`src/rtl/ppf_pkg.sv`:
```
package ppf_pkg;

	// Rule table depth (number of cells in the chain)
	localparam int unsigned RULE_ENTRIES = 128;
	localparam int unsigned FILL_W = $clog2(RULE_ENTRIES + 1);

	// Configuration port
	localparam int unsigned CFG_IDX_W = 3;
	localparam int unsigned CFG_DATA_W = 32;

	typedef enum logic [CFG_IDX_W-1:0] {
		CFG_APP_UID_MIN    = 3'd0,
		CFG_TRACKER_A      = 3'd1,
		CFG_TRACKER_B      = 3'd2,
		CFG_TRACKER_C      = 3'd3,
		CFG_TRACKER_ENABLE = 3'd4
	} cfg_idx_t;

	// Register reset values
	localparam logic [31:0] APP_UID_MIN_RST    = 32'd10000;
	localparam logic [15:0] TRACKER_A_RST      = 16'hD8EF;
	localparam logic [15:0] TRACKER_B_RST      = 16'h9DF0;
	localparam logic [15:0] TRACKER_C_RST      = 16'h4A7D;
	localparam logic [2:0]  TRACKER_ENABLE_RST = 3'b111;

	typedef enum logic {
		OP_PACKET = 1'b0,
		OP_RULE   = 1'b1
	} opcode_t;

	typedef enum logic [1:0] {
		CAUSE_OK      = 2'd0,
		CAUSE_PERM    = 2'd1,
		CAUSE_TRACKER = 2'd2
	} cause_t;

	// Input word
	typedef struct packed {
		opcode_t     opcode;
		logic        has_socket;
		logic [31:0] user_id;
		logic [31:0] dest_addr;
		logic        permit_network;
		logic        enforce_trackers;
	} in_word_t;

	// Result word
	typedef struct packed {
		logic        drop;
		cause_t      cause;
		logic        event_logged;
		logic        table_full;
		logic [31:0] seen_count;
		logic [31:0] blocked_count;
		logic [31:0] tracker_count;
		logic [7:0]  rules_in_use;
	} out_word_t;

	// Word as it walks the cell chain
	typedef struct packed {
		logic        vld;
		opcode_t     opcode;
		logic        has_socket;
		logic [31:0] user_id;
		logic        permit;       // rule value carried by a rule word
		logic        app;          // user id at or above app minimum
		logic        trk;          // destination hits an enabled tracker prefix
		logic        found;        // a cell already holds this user
		logic        rule_permit;  // permit flag of the matching cell
		logic        stored;       // appended into a free cell
	} item_t;

endpackage

```
`src/rtl/ppf_cell.sv`:
```
// One rule entry. The word passes through the item_q register; matches and
// appends happen as it goes by, so later words see the update.
module ppf_cell (
	input  logic          clk,
	input  logic          arst_n,
	input  logic          adv,
	input  ppf_pkg::item_t item_d,
	output ppf_pkg::item_t item_q
);

	logic        used_q;
	logic [31:0] user_q;
	logic        permit_q;

	logic           hit;
	logic           claim;
	ppf_pkg::item_t item_nxt;

	// match against this entry, or take it when it is the first free one
	assign hit   = item_d.vld && used_q && (user_q == item_d.user_id);
	assign claim = item_d.vld && (item_d.opcode == ppf_pkg::OP_RULE) && !used_q
		&& !item_d.found && !item_d.stored;

	always_comb begin
		item_nxt = item_d;
		if (hit) begin
			item_nxt.found       = 1'b1;
			item_nxt.rule_permit = permit_q;
		end
		if (claim) begin
			item_nxt.stored = 1'b1;
		end
	end

	// fill flag: entries fill from the head of the chain
	always_ff @(posedge clk or negedge arst_n) begin
		if (!arst_n) begin
			used_q <= 1'b0;
		end else if (adv && claim) begin
			used_q <= 1'b1;
		end
	end

	// entry contents
	always_ff @(posedge clk) begin
		if (adv) begin
			if (claim) begin
				user_q   <= item_d.user_id;
				permit_q <= item_d.permit;
			end else if (hit && item_d.opcode == ppf_pkg::OP_RULE) begin
				permit_q <= item_d.permit;
			end
		end
	end

	// hand the word to the next cell
	always_ff @(posedge clk or negedge arst_n) begin
		if (!arst_n) begin
			item_q <= '0;
		end else if (adv) begin
			item_q <= item_nxt;
		end
	end

endmodule

```
`config.mk`:
```
export PLATFORM = sky130hd
export DESIGN_NAME = ppf_cell
export DESIGN_NICKNAME = d
export VERILOG_FILES = /design/src/rtl/ppf_pkg.sv /design/src/rtl/ppf_cell.sv
export SDC_FILE = /design/constraint.sdc
export NUM_CORES = 1
export LEC_CHECK = 0
export BUFFER_PORTS_ARGS = -buffer_cell sky130_fd_sc_hd__clkbuf_2
export CAP_MARGIN = 10
export CELL_PAD_IN_SITES_DETAIL_PLACEMENT = 0
export CELL_PAD_IN_SITES_GLOBAL_PLACEMENT = 1
export CORE_UTILIZATION = 42
export DETAILED_ROUTE_END_ITERATION = 8
export GPL_TIMING_DRIVEN = 0
export HOLD_SLACK_MARGIN = 0.06
export PLACE_DENSITY_LB_ADDON = 0.1
export SLEW_MARGIN = 20
export SYNTH_ARGS = -nofsm -noshare
export SYNTH_HDL_FRONTEND = slang
export SYNTH_SLANG_ARGS = --single-unit
```
`constraint.sdc`:
```
create_clock -name clk -period 5 [get_ports clk]
set_clock_uncertainty 0.05 [all_clocks]
set_input_delay 1 -clock clk [delete_from_list [all_inputs] [get_ports clk]]
set_output_delay 1 -clock clk [all_outputs]
set_load 0.02 [all_outputs]
```
==> impl_results.md <==
* Layout area overhead at 24.97%
* Reg2reg path depth at 6
* Wire length on met2 at 2662 µm
* Final hold vios at 0
* Layout cell share with drive strength beyond 1 at 0.5124
* RSZ-0062 raised after global routing: no
* Max layer used: met4
* Drt wl/cell at around 15 µm
* R2r endpoint: user_q[11]
* Netlist cell types at 22
* Post-Syn Area per Cell at about 16 µm²
* Final Slew Violations at 0
* Commonest cells after routing, fill and taps aside: clkbuf_2, dfrtp_1, mux2_2
* Final net count at about 320
* Net Count, Synth at roughly 230
* Clk_lat worst skew at between 300 and 400 ps
* # DRC at 0
* Worst Setup End Kind: register
* Wire length on met1 at roughly 2600 µm
* Final Cycle Share at 0.4913
* CP Max Fanout at 10
* Max Freq at between 400 and 500 MHz
* Max-cap check violation count at 0
* Synth async-reset ratio at 0.5600
* Setup violations, final at 0
* Hold Path End: item_q[23]
* Clock period minus worst slack at approximately 2500 ps
* Die area at between 7000 and 8000 µm²
* CTS resizes at 0
* Core area at between 6000 and 7000 µm²
* CTS tree: yes
* Total GRT Usage at 0.1649
* Post-synth EDFFs at 33
* Gate power share at 0.140
* Register area share after synthesis at 0.6860
* Status: completed
* Placer congestion estimate at 0.7127
* Rel. slew slack at 0.5893
* Final core utilization at 0.5445
* Cell Rows at 30
* Iter 0 DRT Violations at 23
* DR vias/cell at around 4.7
* CTS H-Tree Depth at 3
* Root buf cell: clkbuf_8
* Cell-internal power at ~960 µW
* Share of total power in the clock network at 0.314
* Vias in the first global route at between 1500 and 2000
* Max Root-Sink Buffers at 2
* Clock slew at reported path FFs at around 70 ps
* Largest net degree at the start of global routing at 43
* Worst R2R Setup Slack at between 3000 and 4000 ps
* Yosys reg bits at 75
* IO Count at 85
* Post-CTS Hold Buffers at 0
* Worst EP arrival at about 2500 ps
* Commonest non-fill, non-tap cell in the layout: clkbuf_2
* Diode count at 0
* Initial antenna violation count at 0
* Initial Util at 0.4357
* Die width at 86.19 µm
* Post-CTS Repair Setup Buffers at 0
* Vias at approximately 1800
* Ys Warns at 0
* GRT overflow at 0
* Post-synth top flop: dfrtp_1
* Input/output buffers at between 80 and 90
* Dpl hpwl at 3938 µm
* Setup crit start kind: primary input
* WL met3 at ~220 µm
* First-pass GRT wire length at roughly 8900 µm
* Total power at between 1 and 1.5 mW
* Power per cell area at 345.5 nW/µm²
* Worst hold path class: reg2reg
* Final WL at roughly 5600 µm
* VDD IR-drop max at around 160 µV
* Mapped Cells at 181
* Setup CP Type: in2reg
* Clock Sink Count at between 70 and 80
* Leak Pwr at ~1.6 nW
* CP required at around 5000 ps
* Tightest Pin Transition at 616.0 ps
* Filler instances at a little over 600
* Net Switching at ~320 µW
* Worst Hold Depth at 1
* Chip Height at roughly 86 µm
* Sequential power share at 0.546
* Netlist Area Pre-Place at slightly below 3000 µm²
* Num CTS Buffers at 9
* CP Launch Point: adv
* FF-to-FF Start: used_q
* Antenna Nets Post-Route at 0
* First-pass iteration count of the detailed router at 2
* Worst min-delay path startpoint: item_q[23]
* Net Sw Frac at 0.2493
==> cell type report <==
cell class | instances | area (µm²) | area share
flip-flops and latches | 75 | 2042 | 0.5489
multi-input cells | 98 | 904.6 | 0.2432
repair buffers | 87 | 451.7 | 0.1214
clock buffers | 15 | 166.4 | 0.04474
well taps | 96 | 120.1 | 0.03229
plain buffers | 5 | 23.77 | 0.006391
inverters | 3 | 11.26 | 0.003027
==> stage by stage <==
step / std cells / hold WS, ps / setup slack, ps / instance area (µm²) / setup TNS (ps)
6_report: 379 / 457.5 / 2544 / 3720 / 0
5_1_grt: 379 / 477.5 / 2399 / 3720 / 0
4_1_cts: 379 / 461.7 / 2525 / 3720 / 0
3_5_place_dp: 364 / 445.3 / 2152 / 3553 / 0
3_3_place_gp: 360 / 439.2 / -578.8 / 3512 / -13140
2_1_floorplan: 181 / 413.8 / 675.4 / 2977 / 0
==> registers in the layout, indices dropped and copies added (netlist names) <==
name and count:
item_q 41, user_q 32, permit_q 1, used_q 1
==> cell families after synthesis <==
group / synth area share
simple gates: 0.05296
buf+inv: 0.01177
compound gates: 0.01513
xor+xnor: 0.09416
mux: 0.1400
flops: 0.6860
==> synthesized netlist by cell type, types with 2 or more instances <==
master | count | area share
dfrtp_1 | 42 | 0.35
mux2_2 | 37 | 0.14
edfxtp_1 | 33 | 0.33
xnor2_1 | 31 | 0.091
nand4_1 | 7 | 0.015
buf_2 | 4 | 0.0067
nor2_1 | 4 | 0.0050
a31oi_1 | 3 | 0.0063
inv_1 | 3 | 0.0038
nand2_1 | 3 | 0.0038
nand3_1 | 2 | 0.0034
nor3_4 | 2 | 0.011
==> power groups by stage <==
stage	Combinational (mW)	Sequential [mW]	Clock, mW
3_3_place_gp	0.181	0.713	0
6_report	0.180	0.701	0.404
4_1_cts	0.184	0.702	0.421
5_1_grt	0.196	0.706	0.442
2_1_floorplan	0.0620	0.755	0
3_5_place_dp	0.184	0.714	0
==> worst max-delay path: stages <==
cell and delay [ps]:
clkbuf_1 290, nand2_1 180, nor3_2 400, buf_4 250, buf_6 150, buf_4 170
==> how the worst max path moves through the flow <==
stage / cells past startpoint / end
after CTS: 6 / user_q[11]
final: 6 / user_q[11]
after floorplan: 4 / permit_q
after global routing: 6 / user_q[11]
after global placement: 4 / permit_q
after detailed placement: 6 / user_q[11]
==> metal layers <==
layer | vias to the layer above | global-route usage
li1 | 846 | -
met1 | 881 | 0.2173
met2 | 48 | 0.2532
met3 | 9 | 0.04476
met4 | 0 | 0.08182
met5 | - | 0
Note: power is estimated with default switching activity, not from simulation.
