--- config.mk ---
export PLATFORM = sky130hd
export DESIGN_NAME = ppf_tail
export DESIGN_NICKNAME = d
export VERILOG_FILES = /design/src/rtl/ppf_pkg.sv /design/src/rtl/ppf_tail.sv
export SDC_FILE = /design/constraint.sdc
export NUM_CORES = 1
export LEC_CHECK = 0
export BUFFER_PORTS_ARGS = -buffer_cell sky130_fd_sc_hd__buf_2
export CAP_MARGIN = 20
export CORE_UTILIZATION = 33
export DETAILED_ROUTE_END_ITERATION = 7
export PLACE_DENSITY_LB_ADDON = 0.25
export SLEW_MARGIN = 15
export SYNTH_ARGS = -nofsm -noshare
export SYNTH_HDL_FRONTEND = slang
export SYNTH_SLANG_ARGS = --single-unit
--- constraint.sdc ---
create_clock -name clk -period 1.9 [get_ports clk]
set_input_delay 0.19 -clock clk [delete_from_list [all_inputs] [get_ports clk]]
set_output_delay 0.19 -clock clk [all_outputs]
set_load 0.02 [all_outputs]
--- src/rtl/ppf_pkg.sv ---
package ppf_pkg;

	// Rule table depth (number of cells in the chain)
	localparam int unsigned RULE_ENTRIES = 128;
	localparam int unsigned FILL_W = $clog2(RULE_ENTRIES + 1);

	// Configuration port
	localparam int unsigned CFG_IDX_W = 3;
	localparam int unsigned CFG_DATA_W = 32;

	typedef enum logic [CFG_IDX_W-1:0] {
		CFG_APP_UID_MIN    = 3'd0,
		CFG_TRACKER_A      = 3'd1,
		CFG_TRACKER_B      = 3'd2,
		CFG_TRACKER_C      = 3'd3,
		CFG_TRACKER_ENABLE = 3'd4
	} cfg_idx_t;

	// Register reset values
	localparam logic [31:0] APP_UID_MIN_RST    = 32'd10000;
	localparam logic [15:0] TRACKER_A_RST      = 16'hD8EF;
	localparam logic [15:0] TRACKER_B_RST      = 16'h9DF0;
	localparam logic [15:0] TRACKER_C_RST      = 16'h4A7D;
	localparam logic [2:0]  TRACKER_ENABLE_RST = 3'b111;

	typedef enum logic {
		OP_PACKET = 1'b0,
		OP_RULE   = 1'b1
	} opcode_t;

	typedef enum logic [1:0] {
		CAUSE_OK      = 2'd0,
		CAUSE_PERM    = 2'd1,
		CAUSE_TRACKER = 2'd2
	} cause_t;

	// Input word
	typedef struct packed {
		opcode_t     opcode;
		logic        has_socket;
		logic [31:0] user_id;
		logic [31:0] dest_addr;
		logic        permit_network;
		logic        enforce_trackers;
	} in_word_t;

	// Result word
	typedef struct packed {
		logic        drop;
		cause_t      cause;
		logic        event_logged;
		logic        table_full;
		logic [31:0] seen_count;
		logic [31:0] blocked_count;
		logic [31:0] tracker_count;
		logic [7:0]  rules_in_use;
	} out_word_t;

	// Word as it walks the cell chain
	typedef struct packed {
		logic        vld;
		opcode_t     opcode;
		logic        has_socket;
		logic [31:0] user_id;
		logic        permit;       // rule value carried by a rule word
		logic        app;          // user id at or above app minimum
		logic        trk;          // destination hits an enabled tracker prefix
		logic        found;        // a cell already holds this user
		logic        rule_permit;  // permit flag of the matching cell
		logic        stored;       // appended into a free cell
	} item_t;

endpackage

--- src/rtl/ppf_tail.sv ---
// End of the chain: verdict, counters, fill count and the result register.
module ppf_tail (
	input  logic               clk,
	input  logic               arst_n,
	input  logic               adv,
	input  ppf_pkg::item_t     item,
	output logic               res_valid,
	output ppf_pkg::out_word_t res
);

	logic [31:0]               seen_q;
	logic [31:0]               blocked_q;
	logic [31:0]               tracker_q;
	logic [ppf_pkg::FILL_W-1:0] fill_q;

	ppf_pkg::out_word_t        res_nxt;
	logic [31:0]               seen_nxt;
	logic [31:0]               blocked_nxt;
	logic [31:0]               tracker_nxt;
	logic [ppf_pkg::FILL_W-1:0] fill_nxt;
	logic                      drop;
	logic                      full;
	logic                      log_ev;
	logic                      trk_hit;
	ppf_pkg::cause_t           cause;

	// verdict
	always_comb begin
		drop    = 1'b0;
		full    = 1'b0;
		log_ev  = 1'b0;
		trk_hit = 1'b0;
		cause   = ppf_pkg::CAUSE_OK;
		case (item.opcode)
			ppf_pkg::OP_RULE: begin
				full = !item.found && !item.stored;
			end
			ppf_pkg::OP_PACKET: begin
				if (item.has_socket) begin
					if (item.app) begin
						if (!item.found || !item.rule_permit) begin
							drop  = 1'b1;
							cause = ppf_pkg::CAUSE_PERM;
						end else if (item.trk) begin
							drop    = 1'b1;
							cause   = ppf_pkg::CAUSE_TRACKER;
							trk_hit = 1'b1;
						end
						log_ev = drop;
					end else if (item.trk) begin
						cause   = ppf_pkg::CAUSE_TRACKER;
						trk_hit = 1'b1;
						log_ev  = 1'b1;
					end
				end
			end
			default: ;
		endcase
	end

	// running totals after this word
	always_comb begin
		seen_nxt    = seen_q + ((item.opcode == ppf_pkg::OP_PACKET) ? 32'd1 : 32'd0);
		blocked_nxt = blocked_q + {31'd0, drop};
		tracker_nxt = tracker_q + {31'd0, trk_hit};
		fill_nxt    = fill_q + {{(ppf_pkg::FILL_W-1){1'b0}}, item.stored};
	end

	always_comb begin
		res_nxt.drop          = drop;
		res_nxt.cause         = cause;
		res_nxt.event_logged  = log_ev;
		res_nxt.table_full    = full;
		res_nxt.seen_count    = seen_nxt;
		res_nxt.blocked_count = blocked_nxt;
		res_nxt.tracker_count = tracker_nxt;
		res_nxt.rules_in_use  = 8'(fill_nxt);
	end

	// counters
	always_ff @(posedge clk or negedge arst_n) begin
		if (!arst_n) begin
			seen_q    <= '0;
			blocked_q <= '0;
			tracker_q <= '0;
			fill_q    <= '0;
		end else if (adv && item.vld) begin
			seen_q    <= seen_nxt;
			blocked_q <= blocked_nxt;
			tracker_q <= tracker_nxt;
			fill_q    <= fill_nxt;
		end
	end

	// result register
	always_ff @(posedge clk or negedge arst_n) begin
		if (!arst_n) begin
			res_valid <= 1'b0;
		end else if (adv) begin
			res_valid <= item.vld;
		end
	end

	always_ff @(posedge clk) begin
		if (adv && item.vld) begin
			res <= res_nxt;
		end
	end

	// fill count never passes the table depth
	a_fill_bound: assert property (@(posedge clk) disable iff (!arst_n)
		fill_q <= ppf_pkg::FILL_W'(ppf_pkg::RULE_ENTRIES))
		else $error("fill count beyond table depth");

	// a full report only comes with every entry in use
	a_full_fill: assert property (@(posedge clk) disable iff (!arst_n)
		(res_valid && res.table_full) |->
		(res.rules_in_use == 8'(ppf_pkg::RULE_ENTRIES)))
		else $error("table full reported with free entries");

	// a rule word reporting a full table never drops or logs
	a_full_quiet: assert property (@(posedge clk) disable iff (!arst_n)
		(res_valid && res.table_full) |-> (!res.drop && !res.event_logged))
		else $error("rule result carries a packet verdict");

	// a drop always names a cause and logs an event
	a_drop_cause: assert property (@(posedge clk) disable iff (!arst_n)
		(res_valid && res.drop) |-> (res.cause != ppf_pkg::CAUSE_OK && res.event_logged))
		else $error("drop without cause or event");

	// an accepted result frees the slot unless a new word arrives
	a_pop: assert property (@(posedge clk) disable iff (!arst_n)
		(res_valid && adv && !item.vld) |=> !res_valid)
		else $error("result repeated");

endmodule

==> out/metrics.yaml <==
route:
  wire_per_inst_um: 14.4
  dr.pass1.iters: 4
  via_per_inst: 4.48
  vias: 6350
  drc: 0
  routed_wl_um: 20500
  drt-initial-drc-count: 251
  drt.antenna.violating_nets: 0
global_route:
  first_global_vias: 6514
  antenna_found_initial: 0
  grt_overflow: 0
  grt_max_degree: 66
  grt_usage_pct: 13.7
  grt_pass1_wl_um: 33700
critical_path:
  worstPathArrival_ps: 2250
  worstSetupPathType: "flop to flop"
  cp.required_ps: 2290
  rr_endpoint: "seen_q[15]$_DFFE_PN0P_"
  r2r-start: "seen_q[0]$_DFFE_PN0P_"
  r2r_cells: 7
  cp-start-kind: "flop"
  worstPathMaxFanout: 3
  r2r_slack_ps: 40
  setup.worst_path.end_class: "flop"
synthesis:
  synth_cell_types: 41
  synth_fp_nets: 841
  synth-seq-area-share_pct: 60.5
  ys_seq_elements: 214
  netlist_instances: 789
  ys.warnings.count: 0
  syn_area_um2: 9750
  synthFlopType: "edfxtp_1"
  synth-edff-count: 109
  synthArstFlopShare_pct: 49.1
  avgSynthCellArea_um2: 12.4
die:
  start_util_pct: 33.8
  die_w_um: 174
  num_io_pins: 154
  fp.dieArea_um2: 30200
  core-area_um2: 28900
  die_y_um: 174
  row_count: 62
clocking:
  cts_buffers: 25
  clkSinkCount: 214
  cts_tree: "done"
  cts-root-buf: "clkbuf_16"
  clock_latency_ps: 510
  cts_buffer_depth: 3
  h-tree-depth: 1
  cts.clk_slew.worst_paths_ps: 60
finish:
  syn_to_final_growth_pct: 29.1
  fin_cells: 1417
  final_nets: 1067
  drive_gt1_share_pct: 30.2
  layout_commonest_cell: "buf_2"
  mostFrequentLayoutCells: "buf_2, edfxtp_1, xnor2_1"
  antennaDiodeCount: 0
timing:
  setup_violations: 0
  rsz0062_at_grt: "yes"
  slew_viol_final: 0
  post-route-min-period_ps: 1860
  max_slew.worst_pin.slew_ps: 391
  skew_ps: 9.10
  slew_headroom_pct: 73.7
  period_share_pct: 97.8
  hold_viol: 0
  max_freq_mhz: 538
worst_hold_path:
  min_path_cells: 3
  min_from: "item[3]"
  hold_end: "res[107]$_SDFFCE_PP0P_"
  hold_class: "input pin to flop"
place:
  placedCellCount: 1363
  dp_hpwl_um: 14200
  gp_congestion: 0.770
  port_buffers: 120
pwr:
  finalPower_mw: 10.9
  powerDensity_nw_per_um2: 866
  p_leak_nw: 5.58
  peakVddDrop_mv: 0.568
outcome:
  status: "complete, no violations"
job:
  cap_violations: 0
==> cell usage after synthesis, drive strengths merged (2+ instances only) <==
library cell  instances  area (um2)
buf                  14        75.1
inv                   8        30.0
or3                   2        17.5
edfxtp              109        3270
or2                   2        12.5
ha                    8         100
nor3                 21         160
nor4                 11         163
clkbuf               17        65.1
and4                 15         134
nand4                32         246
and3                 18         113
xor2                 87         769
nand2b                2        12.5
xnor2               107         937
nor2                 67         251
nand3                41         238
dfrtp               105        2630
nand2               108         415
and2                 10        62.6
==> state kept, by name, indices dropped and copies added (netlist names) <==
| name | count |
|---|---|
| blocked_q | 32 |
| fill_q | 8 |
| res | 109 |
| res_valid | 1 |
| seen_q | 32 |
| tracker_q | 32 |
==> kinds of logic after synthesis <==
family,count (synthesis),synth area share [%]
AO/OA/AOI/OAI,2,0.128
XOR/XNOR,194,17.5
buffers and inverters,39,1.75
AND/OR/NAND/NOR,332,19.1
adder cells (fa/ha/maj),8,1.03
flip-flops,214,60.5
==> report_power, final <==
group          total, mW  internal (mW)  switching (mW)
Sequential          5.33           5.16           0.170
Combinational      0.921          0.352           0.570
Clock               4.64           2.84            1.81
Total               10.9           8.35            2.55
==> per-stage QoR <==
step | setup WS, ps | setup TNS (ps) | hold WS [ps] | area, um2 | utilization (%)
floorplan | -69.8 | -398 | -106 | 9840 | -
global placement | -220 | -10730 | 206 | 11600 | 40.3
detailed placement | -252 | -14270 | 207 | 11600 | 40.3
CTS | -4.51 | -4.51 | 8.41 | 12500 | 43.4
global route | -88.1 | -155 | 70.0 | 12600 | 43.6
finish | 42.0 | 0 | 41.5 | 12600 | 43.6
==> worst max-delay path, cell delays in order, from the launching register on <==
cell	delay, ps
dfrtp_1	380
ha_4	180
nand3_4	110
buf_6	140
nor4_4	290
nand2_1	110
or3_1	390
xnor2_1	130
==> final cells by class <==
type | count | area [um2]
Tap cell | 384 | 480
Timing Repair Buffer | 230 | 1530
Multi-Input combinational cell | 536 | 3850
Clock buffer | 36 | 667
Fill cell | 2766 | 16300
Clock inverter | 9 | 121
Sequential cell | 214 | 5900
Inverter | 8 | 35.0
==> timing repair <==
action | 4_1_cts | 5_1_grt
setup endpoints to repair | 21 | 31
gates resized for setup | 6 | 12
pin swaps | 1 | 5
hold buffers | 5 | 0
setup buffers | 1 | 3
hold endpoints to repair | 108 | 0
==> routing by layer <==
metal | track usage, % | part of all wire (%) | vias up
met5 | 0 | 0 | -
met4 | 3.55 | 1.5 | 0
met3 | 2.61 | 5.1 | 24
met2 | 22.1 | 47 | 123
met1 | 19.0 | 47 | 3038
li1 | - | - | 3165
==> worst max-delay path by stage <==
stage | start | end
floorplan | item[4] | res[71]$_DFFE_PP_
global placement | item[2] | res[71]$_DFFE_PP_
detailed placement | item[2] | res[71]$_DFFE_PP_
CTS | seen_q[0]$_DFFE_PN0P_ | res[103]$_DFFE_PP_
global route | seen_q[0]$_DFFE_PN0P_ | seen_q[15]$_DFFE_PN0P_
finish | seen_q[0]$_DFFE_PN0P_ | seen_q[15]$_DFFE_PN0P_
No activity file was read; power rests on OpenSTA's default activity.
